===== config.mk =====
export PLATFORM = sky130hd
export DESIGN_NAME = cll_cell
export DESIGN_NICKNAME = d
export VERILOG_FILES = /design/src/sv/cll_pkg.sv /design/src/sv/cll_cell.sv
export SDC_FILE = /design/constraint.sdc
export NUM_CORES = 1
export LEC_CHECK = 0
export BUFFER_PORTS_ARGS = -buffer_cell sky130_fd_sc_hd__buf_4
export CORE_MARGIN = 4
export CORE_UTILIZATION = 35
export DETAILED_ROUTE_END_ITERATION = 10
export PLACE_DENSITY = 0.64
export SYNTH_ARGS = -nofsm -noshare
export SYNTH_HDL_FRONTEND = slang
export SYNTH_SLANG_ARGS = --single-unit

===== constraint.sdc =====
create_clock -name i_clk -period 5.35 [get_ports i_clk]
set_input_delay 0.8025 -clock i_clk [delete_from_list [all_inputs] [get_ports i_clk]]
set_output_delay 0.8025 -clock i_clk [all_outputs]
set_load 0.03 [all_outputs]

===== src/sv/cll_pkg.sv =====
// Shared types and constants for the cursor linked list engine.
// No dependencies; imported by cll_cell and cursor_linked_list_engine.
`default_nettype none

package cll_pkg;

    localparam int unsigned SLOTS_DEF = 128;

    localparam int unsigned CMD_W = 2;
    localparam int unsigned POS_W = 7;
    localparam int unsigned VAL_W = 32;
    localparam int unsigned ST_W  = 2;
    localparam int unsigned LEN_W = 7;

    localparam int unsigned IN_TDATA_W  = 48;
    localparam int unsigned OUT_TDATA_W = 48;

    typedef enum logic [CMD_W-1:0] {
        CMD_INSERT = 2'd0,
        CMD_DELETE = 2'd1,
        CMD_READ   = 2'd2,
        CMD_NONE   = 2'd3
    } t_cmd;

    typedef enum logic [ST_W-1:0] {
        ST_OK     = 2'd0,
        ST_BADPOS = 2'd1,
        ST_NOFREE = 2'd2,
        ST_EMPTY  = 2'd3
    } t_status;

    // operation token walking down the cell row
    typedef struct packed {
        logic             valid;
        t_cmd             op;
        logic [POS_W-1:0] pos_m1;
        logic [VAL_W-1:0] carry;
    } t_token;

    typedef struct packed {
        t_status          status;
        logic [VAL_W-1:0] data;
        logic [LEN_W-1:0] len;
    } t_result;

endpackage

`default_nettype wire


===== src/sv/cll_cell.sv =====
// One list cell: holds the entry at a fixed list position and passes the
// operation token to the next cell each cycle. Depends on cll_pkg.
`default_nettype none

module cll_cell
    import cll_pkg::*;
#(
    parameter int unsigned IDX = 0
) (
    input  wire logic             i_clk,
    input  wire logic             i_rst_n,
    input  wire t_token           i_tok,
    input  wire logic [VAL_W-1:0] i_right_data,
    output t_token                o_tok,
    output logic      [VAL_W-1:0] o_data
);

    t_token           r_tok;
    logic [VAL_W-1:0] r_data;
    logic [VAL_W-1:0] n_data;
    logic [VAL_W-1:0] n_carry;
    logic             w_hit;
    logic             w_after;

    assign w_hit   = (32'(i_tok.pos_m1) == 32'(IDX));
    assign w_after = (32'(i_tok.pos_m1) <= 32'(IDX));

    always_comb begin
        n_data  = r_data;
        n_carry = i_tok.carry;
        if (i_tok.valid) begin
            unique case (i_tok.op)
                CMD_INSERT: begin
                    // shift right from the insert point
                    if (w_after) begin
                        n_data  = i_tok.carry;
                        n_carry = r_data;
                    end
                end
                CMD_DELETE: begin
                    // shift left from the delete point
                    if (w_hit) begin
                        n_carry = r_data;
                    end
                    if (w_after) begin
                        n_data = i_right_data;
                    end
                end
                CMD_READ: begin
                    if (w_hit) begin
                        n_carry = r_data;
                    end
                end
                default: begin
                end
            endcase
        end
    end

    always_ff @(posedge i_clk) begin
        if (!i_rst_n) begin
            r_tok.valid <= 1'b0;
        end else begin
            r_tok.valid <= i_tok.valid;
        end
        r_tok.op     <= i_tok.op;
        r_tok.pos_m1 <= i_tok.pos_m1;
        r_tok.carry  <= n_carry;
        r_data       <= n_data;
    end

    assign o_tok  = r_tok;
    assign o_data = r_data;

endmodule

`default_nettype wire


==> results_dict.tcl <==
set metrics [dict create \
    vias 2535 \
    grt_max_degree 35 \
    cp_slowest_cell "or4b_2" \
    initial_core_util_pct 36.50 \
    fp-row-count 34 \
    critical_path.startpoint "i_tok[34]" \
    ant_nets 0 \
    status "finished clean" \
    nets 491 \
    skew_ps 4.864 \
    tns_ps 0 \
    clockBufferDepth 2 \
    setup_viol 0 \
    synthCells 271 \
    worst_setup_path_end_kind "register" \
    dieArea_um2 10880 \
    drc 0 \
    path_clk_slew_ps 70 \
    areaGrowthSynthToFinish_pct 41.71 \
    cp_cell_sequence "buf_4 > or4_1 > buf_4 > or4b_2 > o211ai_1" \
    cts_buffers 9 \
    grt_pass1_wl_um 12970 \
    cp.arrival_ps 3180 \
    h-tree-depth 3 \
    r2r_setup_slack_ps 4620 \
    slew_viol_final 0 \
    leakage_nw 2.070 \
    avgViaCountPerCell 4.829 \
    wl_um 8533 \
    hold_buffers 0 \
    period_share_pct 54.95 \
    num_antenna_cells 0 \
    rr_worst_depth 2 \
    required_ps 5590 \
    cpPeakStageDelay_ps 1150 \
    synthDistinctLibCells 19 \
    peakVddDrop_mv 0.1084 \
    worstReg2RegEnd "o_tok[0]$_DFF_P_" \
    die_w_um 104.3 \
    grt_overflow 0 \
    cts-resized-gates 0 \
    cts_tree "built" \
    ioPinCount 150 \
    fill_cells 811 \
    max_cap_viol_count 0 \
    layout_min_cycle_time_ps 2940 \
    whs_ps 560.8 \
    drtPass1Iterations 4 \
    cts_sinks 74 \
    cpMostUsedCell "buf_4" \
    synth_seq_cells 74 \
    avgSynthCellArea_um2 11.98 \
    dp_hpwl_um 6001 \
    clockRootBuffer "clkbuf_8" \
    first_global_vias 2539 \
    crit_type "in -> reg" \
    final-hold-violation-count 0 \
    worst_slew_pin_slew_ps 1089 \
    wire_per_inst_um 16.25 \
    die_y_um 104.3 \
    hp-class "reg -> reg" \
    io_buffers 149 \
    slew_headroom_pct 27.42 \
    worst-path-max-fanout 34 \
    start_kind "primary input" \
    grtUsageTotal_pct 14.96 \
    place_congestion 0.7021 \
    core_area_um2 8891 \
    worstSkewPairLatency_ps 330 \
    p_per_area_nw_per_um2 276.8 \
    syn_nets 350 \
    max_freq_ghz 0.3402 \
    endpoint "o_tok[31]$_DFF_P_" \
    r2r_start "o_data[0]$_DFFE_PP_" \
    postCtsSetupBuffers 0 \
    synth_warnings 0 \
    rsz0062_at_grt "no" \
    final_layout_size_suffix_gt1_share_pct 55.40 \
    antenna_found_initial 0 \
    synthesis.area_um2 3246 \
    synth-seq-area-share_pct 55.51 \
    initialDrtViolationCount 56 \
]
worst min path at each step:
stage	start	end	slack, ps	cells past startpoint
CTS	i_tok[35]	o_tok[35]$_DFF_P_	550	1
finish	o_data[10]$_DFFE_PP_	o_tok[10]$_DFF_P_	560	2
floorplan	o_data[0]$_DFFE_PP_	o_tok[0]$_DFF_P_	750	2
global placement	o_data[26]$_DFFE_PP_	o_tok[26]$_DFF_P_	540	2
detailed placement	o_data[3]$_DFFE_PP_	o_tok[3]$_DFF_P_	550	2
global route	i_tok[35]	o_tok[35]$_DFF_P_	560	1
cells by family after synthesis:
| kind of cell | synth area share (%) |
|---|---|
| DFF | 55.51 |
| AOI/OAI and AO/OA | 19.58 |
| buffers and inverters | 7.479 |
| and+or+nand+nor | 5.166 |
| muxes | 11.10 |
| adders and majority gates | 1.157 |
cells in the mapped netlist (all sizes together):
master / count / area share [%]
or3: 1 / 0.19
o21ai: 1 / 0.15
or4: 1 / 0.23
edfxtp: 32 / 30
nand2: 32 / 3.7
ha: 3 / 1.2
dfxtp: 42 / 26
o211ai: 64 / 19
and2: 1 / 0.19
or2: 1 / 0.19
mux2: 32 / 11
inv: 34 / 3.9
nand2b: 1 / 0.19
nor3: 1 / 0.15
or4b: 1 / 0.31
clkbuf: 19 / 2.2
buf: 5 / 1.3
metal layers:
metal / global-route usage, % / vias up / wire length (µm)
met5: 0 / - / 0
met4: 5.698 / 0 / 107
met3: 3.600 / 8 / 498
met2: 25.74 / 87 / 4294
met1: 18.02 / 1186 / 3632
li1: - / 1254 / -
critical path, delay by kind of cell:
family	cells	cell delay (ps)
buffers and inverters	2	370
AND/OR/NAND/NOR	2	1670
AO/OA/AOI/OAI	1	320
report_power, final:
part / switching, mW / internal [mW] / total (mW)
clock network: 0.192 / 0.196 / 0.387
registers: 0.0114 / 0.621 / 0.632
logic: 0.135 / 0.118 / 0.254
final cells by class:
cell class | count | area, µm² | area share (%)
clock buffer | 16 | 170.2 | 3.700
inverter | 34 | 127.6 | 2.775
multi-input combinational | 139 | 1209 | 26.28
sequential | 74 | 1802 | 39.17
tap | 108 | 135.1 | 2.938
timing repair buffer | 154 | 1156 | 25.14
per-stage QoR:
stage          worst slack, ps  area [µm²]  std cells  total power [mW]  utilization (%)
2_1_floorplan            966.4        3246        271            0.7871                -
4_1_cts                   2412        4599        525             1.290            51.73
3_3_place_gp              2059        4429        509            0.8979            49.82
5_1_grt                   2291        4599        525             1.329            51.73
6_report                  2410        4599        525             1.273            51.73
3_5_place_dp              2036        4429        509            0.9016            49.82
registers in the layout, summed over array words and instances, names as in the netlist:
| name | cells |
|---|---|
| o_tok | 42 |
| o_data | 32 |
placed cells by master, fill, tap and decap left out, types with 2 or more instances in the layout:
| master | n |
|---|---|
| inv_1 | 34 |
| clkbuf_1 | 5 |
| o211ai_1 | 34 |
| dfxtp_1 | 42 |
| o211ai_2 | 30 |
| clkbuf_8 | 11 |
| buf_4 | 154 |
| nand2_1 | 32 |
| edfxtp_1 | 32 |
| ha_1 | 2 |
| mux2_2 | 32 |
No activity file was read; power rests on OpenSTA's default activity.
